$ cat config.mk
export PLATFORM = sky130hd
export DESIGN_NAME = ipv4_dotted_quad_parser
export DESIGN_NICKNAME = d
export VERILOG_FILES = /design/src/rtl/core/ipv4dq_pkg.sv /design/src/rtl/core/ipv4_dotted_quad_parser.sv /design/src/rtl/core/ipv4dq_step.sv
export SDC_FILE = /design/constraint.sdc
export NUM_CORES = 1
export LEC_CHECK = 0
export ABC_AREA = 1
export BUFFER_PORTS_ARGS = -buffer_cell sky130_fd_sc_hd__buf_2
export CORE_UTILIZATION = 45
export DETAILED_ROUTE_END_ITERATION = 8
export PLACE_DENSITY = 0.72
export SETUP_SLACK_MARGIN = 0.4
export SLEW_MARGIN = 20
export SYNTH_ARGS = -nofsm -noshare
export SYNTH_HDL_FRONTEND = slang
export SYNTH_SLANG_ARGS = --single-unit
$ cat constraint.sdc
create_clock -name clk -period 4 [get_ports clk]
set_input_delay 0.8 -clock clk [delete_from_list [all_inputs] [get_ports clk]]
set_output_delay 0.8 -clock clk [all_outputs]
set_load 0.01 [all_outputs]
$ cat src/rtl/core/ipv4dq_pkg.sv
// ----------------------------------------------------------------------------
// ipv4dq_pkg
// Types and constants shared by the IPv4 dotted-quad parser.
// ----------------------------------------------------------------------------
`default_nettype none

package ipv4dq_pkg;

  localparam logic [7:0] DOT_CODE   = 8'h2E;
  localparam logic [7:0] DIGIT_LO   = 8'h30;  // '0'
  localparam logic [7:0] DIGIT_HI   = 8'h39;  // '9'
  localparam logic [7:0] MIN_LEN    = 8'd7;
  localparam logic [7:0] MAX_LEN_IN = 8'd15;
  localparam logic [3:0] MAX_LEN    = 4'd15;
  localparam logic [1:0] LAST_GROUP = 2'd3;
  localparam logic [1:0] DIGITS_MAX = 2'd3;
  localparam logic [9:0] OCTET_MAX  = 10'd255;

  typedef enum logic [1:0] {
    ERR_OK      = 2'd0,
    ERR_SHORT   = 2'd1,
    ERR_INVALID = 2'd2,
    ERR_RANGE   = 2'd3
  } err_t;

  typedef struct packed {
    logic        busy;
    logic [1:0]  group_number;
    logic [1:0]  digit_count;
    logic [9:0]  octet_acc;
    logic [31:0] address_shift;
    logic [3:0]  char_count;
    logic [3:0]  length_limit;
    logic        expect_dot;
  } parse_state_t;

  typedef struct packed {
    logic        valid;
    logic [31:0] address;
    err_t        error;
    logic [3:0]  count;
  } step_result_t;

endpackage

`default_nettype wire

$ cat src/rtl/core/ipv4_dotted_quad_parser.sv
// ----------------------------------------------------------------------------
// ipv4_dotted_quad_parser
// Dotted-decimal IPv4 text in, one character per transfer; one result per
// finished text out (address, error code, characters consumed).
// ----------------------------------------------------------------------------
//
//  channel | handshake            | payload
//  --------+----------------------+----------------------------------------
//  in      | in_valid / in_ready  | char_code, first_char, declared_length
//  out     | out_valid / out_ready| address, error_code, consumed_count
//
//  Rate: one character per cycle, sustained while out_ready is high.
//  Path: a character is held in the input register; when it advances, the
//  step logic loads the result register from it, so out_valid rises once
//  the character that ends the text has passed both registers.
//  Reset (rst, synchronous): parser waits for a first character, limit 15,
//  no result pending.
//  Stalls: the input register holds while a result waits on out_ready;
//  in_ready drops only when the input register is full and that result waits.
//
`default_nettype none

module ipv4_dotted_quad_parser (
  input  logic        clk,
  input  logic        rst,
  input  logic        in_valid,
  output logic        in_ready,
  input  logic [7:0]  char_code,
  input  logic        first_char,
  input  logic [7:0]  declared_length,
  output logic        out_valid,
  input  logic        out_ready,
  output logic [31:0] address,
  output logic [1:0]  error_code,
  output logic [3:0]  consumed_count
);

  // input register
  logic       s1_valid;
  logic [7:0] s1_char;
  logic       s1_first;
  logic [7:0] s1_len;

  // parse state
  ipv4dq_pkg::parse_state_t state;
  ipv4dq_pkg::parse_state_t state_next;
  ipv4dq_pkg::step_result_t step_res;

  logic advance;

  // the staged character moves on whenever the result register has room
  assign advance  = s1_valid && (!out_valid || out_ready);
  assign in_ready = !s1_valid || advance;

  always_ff @(posedge clk) begin
    if (rst) begin
      s1_valid <= 1'b0;
    end else if (in_ready) begin
      s1_valid <= in_valid;
    end
  end

  always_ff @(posedge clk) begin
    if (in_ready && in_valid) begin
      s1_char  <= char_code;
      s1_first <= first_char;
      s1_len   <= declared_length;
    end
  end

  ipv4dq_step u_step (
    .cur             (state),
    .char_code       (s1_char),
    .first_char      (s1_first),
    .declared_length (s1_len),
    .nxt             (state_next),
    .res             (step_res)
  );

  always_ff @(posedge clk) begin
    if (rst) begin
      state.busy          <= 1'b0;
      state.group_number  <= 2'd0;
      state.digit_count   <= 2'd0;
      state.octet_acc     <= 10'd0;
      state.address_shift <= 32'd0;
      state.char_count    <= 4'd0;
      state.length_limit  <= ipv4dq_pkg::MAX_LEN;
      state.expect_dot    <= 1'b0;
    end else if (advance) begin
      state <= state_next;
    end
  end

  // result register: loaded when a text finishes, else cleared on transfer
  always_ff @(posedge clk) begin
    if (rst) begin
      out_valid <= 1'b0;
    end else if (advance && step_res.valid) begin
      out_valid <= 1'b1;
    end else if (out_ready) begin
      out_valid <= 1'b0;
    end
  end

  always_ff @(posedge clk) begin
    if (advance && step_res.valid) begin
      address        <= step_res.address;
      error_code     <= step_res.error;
      consumed_count <= step_res.count;
    end
  end

endmodule

`default_nettype wire

$ cat src/rtl/core/ipv4dq_step.sv
// ----------------------------------------------------------------------------
// ipv4dq_step
// One character of parsing: next parse state and the result it may raise.
// ----------------------------------------------------------------------------
`default_nettype none

module ipv4dq_step (
  input  ipv4dq_pkg::parse_state_t cur,
  input  logic [7:0]               char_code,
  input  logic                     first_char,
  input  logic [7:0]               declared_length,
  output ipv4dq_pkg::parse_state_t nxt,
  output ipv4dq_pkg::step_result_t res
);

  ipv4dq_pkg::parse_state_t s;
  ipv4dq_pkg::err_t         err;
  logic                     fin;
  logic                     is_digit;
  logic                     is_dot;
  logic                     short_len;
  logic [9:0]               acc_new;
  logic [1:0]               dc_new;

  always_comb begin
    s         = cur;
    fin       = 1'b0;
    err       = ipv4dq_pkg::ERR_OK;
    is_digit  = char_code inside {[ipv4dq_pkg::DIGIT_LO : ipv4dq_pkg::DIGIT_HI]};
    is_dot    = (char_code == ipv4dq_pkg::DOT_CODE);
    short_len = first_char && (declared_length != 8'd0) &&
                (declared_length < ipv4dq_pkg::MIN_LEN);

    if (first_char) begin
      s.group_number  = 2'd0;
      s.digit_count   = 2'd0;
      s.octet_acc     = 10'd0;
      s.address_shift = 32'd0;
      s.char_count    = 4'd0;
      s.expect_dot    = 1'b0;
    end

    // acc * 10 + digit, from the state after any restart; acc is at most 99 here
    acc_new   = {s.octet_acc[6:0], 3'b000} + {s.octet_acc[8:0], 1'b0} +
                {6'd0, char_code[3:0]};
    dc_new    = s.digit_count + 2'd1;

    if (short_len) begin
      s.length_limit = ipv4dq_pkg::MAX_LEN;
      fin = 1'b1;
      err = ipv4dq_pkg::ERR_SHORT;
    end else begin
      if (first_char) begin
        s.length_limit = ((declared_length == 8'd0) ||
                          (declared_length > ipv4dq_pkg::MAX_LEN_IN)) ?
                         ipv4dq_pkg::MAX_LEN : declared_length[3:0];
        s.busy = 1'b1;
      end
      if (s.busy) begin
        if (s.expect_dot) begin
          if (!is_dot) begin
            fin = 1'b1;
            err = ipv4dq_pkg::ERR_INVALID;
          end else begin
            s.char_count   = s.char_count + 4'd1;
            s.group_number = s.group_number + 2'd1;
            s.digit_count  = 2'd0;
            s.octet_acc    = 10'd0;
            s.expect_dot   = 1'b0;
            if (s.char_count >= s.length_limit) begin
              fin = 1'b1;
              err = ipv4dq_pkg::ERR_SHORT;
            end
          end
        end else if (is_digit) begin
          s.octet_acc   = acc_new;
          s.char_count  = s.char_count + 4'd1;
          s.digit_count = dc_new;
          if (dc_new == ipv4dq_pkg::DIGITS_MAX) begin
            if (acc_new > ipv4dq_pkg::OCTET_MAX) begin
              fin = 1'b1;
              err = ipv4dq_pkg::ERR_RANGE;
            end else begin
              case (s.group_number)
                2'd0:    s.address_shift[31:24] = acc_new[7:0];
                2'd1:    s.address_shift[23:16] = acc_new[7:0];
                2'd2:    s.address_shift[15:8]  = acc_new[7:0];
                default: s.address_shift[7:0]   = acc_new[7:0];
              endcase
              if (s.group_number == ipv4dq_pkg::LAST_GROUP) begin
                fin = 1'b1;
                err = ipv4dq_pkg::ERR_OK;
              end else begin
                s.expect_dot = 1'b1;
                if (s.char_count >= s.length_limit) begin
                  fin = 1'b1;
                  err = ipv4dq_pkg::ERR_SHORT;
                end
              end
            end
          end else if (s.char_count >= s.length_limit) begin
            fin = 1'b1;
            if (s.group_number == ipv4dq_pkg::LAST_GROUP) begin
              s.address_shift[7:0] = acc_new[7:0];
              err = ipv4dq_pkg::ERR_OK;
            end else begin
              err = ipv4dq_pkg::ERR_SHORT;
            end
          end
        end else begin
          if (s.digit_count == 2'd0) begin
            fin = 1'b1;
            err = ipv4dq_pkg::ERR_INVALID;
          end else begin
            case (s.group_number)
              2'd0:    s.address_shift[31:24] = s.octet_acc[7:0];
              2'd1:    s.address_shift[23:16] = s.octet_acc[7:0];
              2'd2:    s.address_shift[15:8]  = s.octet_acc[7:0];
              default: s.address_shift[7:0]   = s.octet_acc[7:0];
            endcase
            if (s.group_number == ipv4dq_pkg::LAST_GROUP) begin
              fin = 1'b1;
              err = ipv4dq_pkg::ERR_OK;
            end else if (!is_dot) begin
              fin = 1'b1;
              err = ipv4dq_pkg::ERR_INVALID;
            end else begin
              s.char_count   = s.char_count + 4'd1;
              s.group_number = s.group_number + 2'd1;
              s.digit_count  = 2'd0;
              s.octet_acc    = 10'd0;
              s.expect_dot   = 1'b0;
              if (s.char_count >= s.length_limit) begin
                fin = 1'b1;
                err = ipv4dq_pkg::ERR_SHORT;
              end
            end
          end
        end
      end
    end

    if (fin) begin
      s.busy = 1'b0;
    end
    nxt         = s;
    res.valid   = fin;
    res.address = s.address_shift;
    res.error   = err;
    res.count   = s.char_count;
  end

endmodule

`default_nettype wire

==> run metrics, run 1 <==
dpl cells 1335; Critical path destination address[13]$_DFFE_PP_; Crit. End Element flop; Comb power frac 13.0%; compound-cell area share of the yosys netlist 16.6%; metal3 WL between 1500 and 2000 um; Startpoint Class flop; Filler cells between 1500 and 2000; Post-Layout Cell Count 1358; CTS tree yes; Syn Area/Cell 6.81 um2; fin area 8340 um2; Tot Pwr 2.43 mW; most common cell after layout, fill and taps aside nand2_1; die area 17100 um2; n_diodes 0; EDFF count, synth between 50 and 60; largest net degree at the start of global routing 47; # rows 46; worst skew pair latency 0.36 ns; Mapped Cells around 1100; Root Driver clkbuf_16; fmax 0.293 GHz; Mapped Nets 1141; via density per instance 5.33; register bit total from synthesis 112; RSZ-0062 raised after global routing false; Final Hold Violating Endpoints 0; period utilization 85.3%; WHS 0.468 ns; CP Data Required Time 4.06 ns; vias in the first global route 6327; vias 7233; ys flop type dfxtp_1; CP Class flop to flop; initial antenna violation count 0; synthesized area 7450 um2; Seq/Total Area, Yosys a little under two fifths; core area 16000 um2; Worst R2R Setup Slack 0.59 ns; DR pass1 iterations 6; share of synthesized registers carrying an async set or reset 0%; total wire length 20000 um; XOR/XNOR Fraction of Synth Area 0.823%; drc violations 0; Clk pwr share 34.1%; yosys warns 0; CTS Buf Count 9; register share of total power 52.9%; DR WL/cell 14.8 um; Area after DPL around 8000 um2; Sink Count 112; status finished, final reports clean; setup TNS 0 ns; WL met2 8700 um; Final Max Slew Viols 0; gr ovfl total 0; clock buffer depth 2; Critical Path Start s1_first$_DFFE_PP_; worst slew pin tran 0.938 ns; P_sw around 0.65 mW; initial core utilization a little under half; Switching Share 26.6%; # IOs 61; largest family of logic cells by synthesized area simple AND/OR/NAND/NOR gates; mux cell area share after synthesis 0%; total track usage around 24%; Met1 Wirelength 9000 um; clock skew roughly 0.015 ns; Static Leak around 3.9 nW; endpoints failing setup 0; simple-gate share of the synthesized area 30.2%; post-DP HPWL 14100 um; port bufs 60; Syn-to-layout area delta 11.9%; Synth Area in Adders 4.47%; Distinct cells, synth 48; cells on worst reg2reg path 19; die height 131 um; terminus of the critical flop-to-flop path address[13]$_DFFE_PP_; maxcap violations 0; Worst R2R Start s1_first$_DFFE_PP_; Iter 0 DRT Violations 796; Die Wd 131 um; Nets 1184; Internal 1.79 mW; Hold Path Origin state[54]$_SDFFE_PP0P_; WP data arrival 3.48 ns; H-tree depth 3; VDD IR-drop max 0.326 mV; PD cells slightly below 300 nW/um2; antenna viol nets, final 0; proportion of layout cells with a drive suffix above 1 12.8%; DR top layer met4; Tmin final around 3.4 ns; commonest non-fill, non-tap cells in the layout nand2_1 (334), inv_1 (127), a21oi_1 (116); GPL Wtd Cong 0.953; Crit Path Max Fanout 21; Worst Hold Class flop to flop; relative slew slack 37.4%; Worst-path clk slew 0.07 ns; first-pass GRT wire length 32000 um
layer usage:
metal / GRT usage [%] / up-vias
li1: - / 3664
met4: 10.1 / 0
met3: 5.42 / 52
met1: 33.0 / 3237
met5: 0 / -
met2: 37.1 / 280
power by group through the flow:
stage                     Combinational, mW  Sequential [mW]  Clock (mW)
after floorplan                       0.214             1.31           0
after global placement                0.296             1.31           0
after detailed placement              0.303             1.31           0
after CTS                             0.306             1.29       0.845
after global routing                  0.358             1.29       0.885
final                                 0.316             1.29       0.830
through the flow:
stage / utilization (%) / setup slack (ns)
3_5_place_dp: 49.7 / 0.258
2_1_floorplan: - / 0.409
4_1_cts: 51.6 / 0.498
6_report: 52.1 / 0.587
3_3_place_gp: 49.7 / 0.404
5_1_grt: 52.1 / 0.388
cell families (layout without fill, tap and decap cells):
group / after synthesis / in the layout
AOI/OAI and AO/OA: 236 / 236
DFF: 112 / 112
and+or+nand+nor: 519 / 519
adders and majority gates: 26 / 26
buffers and inverters: 194 / 242
xor gates and xnor gates: 7 / 7
area by class of cell:
cell class                      instances  area, um2  share of cell area, %
Clock inverter                          6       36.3                  0.435
Inverter                              138        529                   6.35
Sequential cell                       112       2790                   33.5
Multi-Input combinational cell        788       3930                   47.1
Tap cell                              216        270                   3.24
Timing Repair Buffer                   87        544                   6.53
Clock buffer                           10        229                   2.75
Timing Repair inverter                  1       6.26                 0.0750
repair_timing:
item,in CTS,in global routing
resized for setup,4,10
setup buffers,3,3
hold buffers,0,0
cloned,0,1
endpoints found under the setup margin,53,70
worst max-delay path: stages (launching register included):
cell,delay (ns)
edfxtp_1,0.48
inv_8,0.08
buf_12,0.14
nand2_4,0.14
inv_1,0.06
ha_1,0.27
ha_1,0.36
nand2_1,0.09
nor2_1,0.19
nand2_1,0.07
nand2_1,0.11
nand2_4,0.14
nand3_4,0.17
nor2_1,0.05
o21ai_0,0.15
nand2_1,0.08
nand2_1,0.09
nand2_2,0.10
clkinvlp_4,0.14
buf_12,0.17
cells in the mapped netlist, types with 2 or more instances:
| cell | number | area share (%) |
|---|---|---|
| nand3_4 | 2 | 0.47 |
| o21ai_0 | 93 | 6.2 |
| a21oi_1 | 117 | 7.9 |
| nor2_2 | 2 | 0.17 |
| buf_6 | 2 | 0.30 |
| ha_1 | 25 | 4.2 |
| nand4_1 | 14 | 1.2 |
| o211ai_1 | 4 | 0.40 |
| nor2_1 | 68 | 3.4 |
| nand2_2 | 4 | 0.34 |
| nand3_2 | 3 | 0.40 |
| buf_2 | 13 | 0.87 |
| a211oi_1 | 3 | 0.30 |
| nand2_4 | 6 | 0.91 |
| xor2_1 | 6 | 0.71 |
| clkbuf_1 | 37 | 1.9 |
| inv_1 | 129 | 6.5 |
| nand3_1 | 71 | 4.8 |
| o22ai_1 | 9 | 0.76 |
| nand2_1 | 338 | 17 |
| edfxtp_1 | 55 | 22 |
| o41ai_1 | 2 | 0.24 |
| buf_4 | 3 | 0.30 |
| inv_2 | 7 | 0.35 |
| dfxtp_1 | 57 | 15 |
| nor3_1 | 2 | 0.13 |
sequential cells by signal (all words and copies together), names as in the netlist:
name            flops
state              55
address            32
s1_char             8
s1_len              8
consumed_count      4
error_code          2
out_valid           1
s1_first            1
s1_valid            1
worst min-delay path by stage:
stage | endpoint | slack [ns] | depth (start not counted)
floorplan | state[43]$_SDFFE_PP0P_ | 0.45 | 2
global placement | state[52]$_SDFFE_PP0P_ | 0.45 | 2
detailed placement | state[51]$_SDFFE_PP0P_ | 0.46 | 2
CTS | state[51]$_SDFFE_PP0P_ | 0.47 | 2
global route | state[51]$_SDFFE_PP0P_ | 0.49 | 2
finish | state[54]$_SDFFE_PP0P_ | 0.47 | 2
(Power assumes the default switching activity.)
==> run 2, diff against run 1 <==
--- a/config.mk
+++ b/config.mk
@@ -9,7 +9,7 @@
 export BUFFER_PORTS_ARGS = -buffer_cell sky130_fd_sc_hd__buf_2
 export CORE_UTILIZATION = 45
 export DETAILED_ROUTE_END_ITERATION = 8
-export PLACE_DENSITY = 0.72
+export PLACE_DENSITY = 0.7
 export SETUP_SLACK_MARGIN = 0.4
 export SLEW_MARGIN = 20
 export SYNTH_ARGS = -nofsm -noshare
==> constraint.sdc (replaced) <==
create_clock -name clk -period 3.9 [get_ports clk]
set_input_delay 0.78 -clock clk [delete_from_list [all_inputs] [get_ports clk]]
set_output_delay 0.78 -clock clk [all_outputs]
set_load 0.01 [all_outputs]
==> run metrics, run 2 (same netlist as run 1, synthesis figures left out) <==
status finished, final reports clean (unchanged); fin area 8670 um2 (was 8340 um2); Area after DPL 7990 um2 (was 7950 um2); Worst Hold Class flop to flop (unchanged); FF+latch area 2790 um2 (unchanged); largest net degree at the start of global routing 47 (unchanged); routing usage on met2 39.6% (was 37.1%); Root Driver clkbuf_16 (unchanged); Biggest register state (unchanged); worst skew pair latency 0.37 ns (was 0.36 ns); clock skew 0.0157 ns (was 0.0154 ns); maxcap violations 0 (unchanged); most common cell after layout, fill and taps aside nand2_1 (unchanged); Critical path destination consumed_count[3]$_DFFE_PP_ (was address[13]$_DFFE_PP_); period utilization 87.4% (was 85.3%); fmax 0.293 GHz (about the same); commonest non-fill, non-tap cells in the layout nand2_1 (333), inv_1 (127), a21oi_1 (116) (was nand2_1 (334), inv_1 (127), a21oi_1 (116)); Iter 0 DRT Violations 773 (was 796); CP Data Required Time 3.98 ns (was 4.06 ns); first-pass GRT wire length 32700 um (was 32000 um); Startpoint Class flop (unchanged); Setup WS pre-CTS 0.260 ns (was 0.258 ns); core area 16000 um2 (unchanged); Nets 1201 (was 1184); gr ovfl total 0 (unchanged); total wire length 20600 um (was 20000 um); Filler cells 1599 (was 1582); # IOs 61 (unchanged); CP Class flop to flop (unchanged); H-tree depth 3 (unchanged); Syn-to-layout area delta 16.3% (was 11.9%); post-route setup slack 0.491 ns (was 0.587 ns); cells on worst reg2reg path 21 (was 19); met3 GRT Util 5.42% (unchanged); Final Max Slew Viols 0 (unchanged); vias 7356 (was 7233); GPL Wtd Cong 0.949 (was 0.953); Crit. End Element flop (unchanged); total track usage 24.8% (was 24.3%); vias in the first global route 6493 (was 6327); initial core utilization 46.6% (unchanged); fin util 54.2% (was 52.1%); endpoints failing setup 0 (unchanged); most crowded layer after global routing met2 (unchanged); Final Hold Violating Endpoints 0 (unchanged); proportion of layout cells with a drive suffix above 1 14.9% (was 12.8%); Multi-input gate area 4010 um2 (was 3930 um2); setup TNS 0 ns (unchanged); n_diodes 0 (unchanged); Worst R2R Start s1_first$_DFFE_PP_ (unchanged); terminus of the critical flop-to-flop path consumed_count[3]$_DFFE_PP_ (was address[13]$_DFFE_PP_); Sink Count 112 (unchanged); Worst R2R Setup Slack 0.49 ns (was 0.59 ns); Static Leak 4.02 nW (was 3.91 nW); die area 17100 um2 (unchanged); clock buffer depth 2 (unchanged); max FFs per register 55 (unchanged); # rows 46 (unchanged); port bufs 60 (unchanged); PD cells 305 nW/um2 (was 292 nW/um2); CTS tree yes (unchanged); Tmin final 3.41 ns (about the same); drc violations 0 (unchanged); die height 131 um (unchanged); Tot Pwr 2.64 mW (was 2.43 mW); antenna viol nets, final 0 (unchanged); CTS Buf Count 9 (unchanged); DR pass1 iterations 6 (unchanged); # hold bufs at CTS 0 (unchanged); Critical Path Start s1_first$_DFFE_PP_ (unchanged); RSZ-0062 raised after global routing false (unchanged); Crit Path Max Fanout 9 (was 21); worst slew pin tran 0.673 ns (was 0.938 ns); Worst-path clk slew 0.07 ns (about the same); WP data arrival 3.49 ns (was 3.48 ns); largest registers state: 55 flops, address: 32 flops (unchanged); relative slew slack 55.0% (was 37.4%); met1 Use GR 32.8% (was 33.0%); VDD IR-drop max 0.251 mV (was 0.326 mV); DR WL/cell 15.0 um (was 14.8 um); Die Wd 131 um (unchanged); initial antenna violation count 0 (unchanged); via density per instance 5.35 (was 5.33); post-DP HPWL 14300 um (was 14100 um)
==> run 2: cell types whose count changed in the layout (fill, tap and decap cells not counted), moves of 2 or more <==
| cell | delta |
|---|---|
| buf_4 | +10 |
| ha_1 | -4 |
| clkbuf_16 | +3 |
| clkbuf_8 | +3 |
| buf_8 | +2 |
| clkinv_1 | -2 |
| ha_2 | +2 |
| ha_4 | +2 |
| nand2_8 | +2 |
==> run 2: layer usage <==
layer,wire length [um],vias up,share of wire (%)
met5,0,-,0
li1,-,3698,-
met3,1760,54,8.5
met2,9210,298,45
met1,9070,3306,44
met4,589,0,2.9
==> run 2: how the worst min path moves through the flow <==
| stage | depth (start not counted) | startpoint | endpoint | slack (ns) |
|---|---|---|---|---|
| final | 2 | state[51]$_SDFFE_PP0P_ | state[51]$_SDFFE_PP0P_ | 0.46 |
| after global routing | 2 | state[52]$_SDFFE_PP0P_ | state[52]$_SDFFE_PP0P_ | 0.48 |
| after CTS | 2 | state[52]$_SDFFE_PP0P_ | state[52]$_SDFFE_PP0P_ | 0.47 |
| after detailed placement | 2 | state[52]$_SDFFE_PP0P_ | state[52]$_SDFFE_PP0P_ | 0.46 |
| after global placement | 2 | state[54]$_SDFFE_PP0P_ | state[54]$_SDFFE_PP0P_ | 0.45 |
| after floorplan | 2 | state[43]$_SDFFE_PP0P_ | state[43]$_SDFFE_PP0P_ | 0.45 |
==> run 2: worst max-delay path: stages, from the launching register on <==
cell	delay, ns
edfxtp_1	0.55
inv_8	0.15
nand2_8	0.07
inv_1	0.09
ha_1	0.23
ha_2	0.20
fa_2	0.34
nand2_1	0.07
nand2_1	0.10
nand3_2	0.11
nand2_1	0.05
nand2_1	0.08
nand2_2	0.09
nand3_4	0.12
nor2_1	0.05
o21ai_1	0.11
nand2_1	0.08
nand2_1	0.11
nand2_2	0.10
clkinvlp_4	0.12
buf_12	0.15
buf_12	0.15
==> run 2: layout make-up <==
class                   instances  area share [%]
repair buffers                103            8.49
inverters                     138            6.15
clock buffers                  12            3.07
repair inverters                2           0.130
well taps                     216            3.12
flip-flops and latches        112            32.2
multi-input cells             788            46.2
clock inverters                 4           0.592
==> run 2: report_power, final <==
group          internal (mW)  total, mW  leakage [nW]  switching, mW
clock                  0.551      0.983         0.156          0.432
combinational          0.118      0.338          2.86          0.221
sequential              1.29       1.32          1.00         0.0270
==> run 2: metrics by stage <==
step / hold WS, ns / std cells
floorplan: 0.445 / 1094
global placement: 0.452 / 1336
detailed placement: 0.456 / 1336
CTS: 0.468 / 1355
global route: 0.480 / 1375
finish: 0.465 / 1375
==> run 2: what timing repair did <==
action                                  in CTS  in global routing
cloned                                       0                  6
hold endpoints to repair                     0                  0
pin swaps                                    1                  5
endpoints found under the setup margin      54                 69
buffers inserted                             3                 14
gates resized for setup                      5                 22
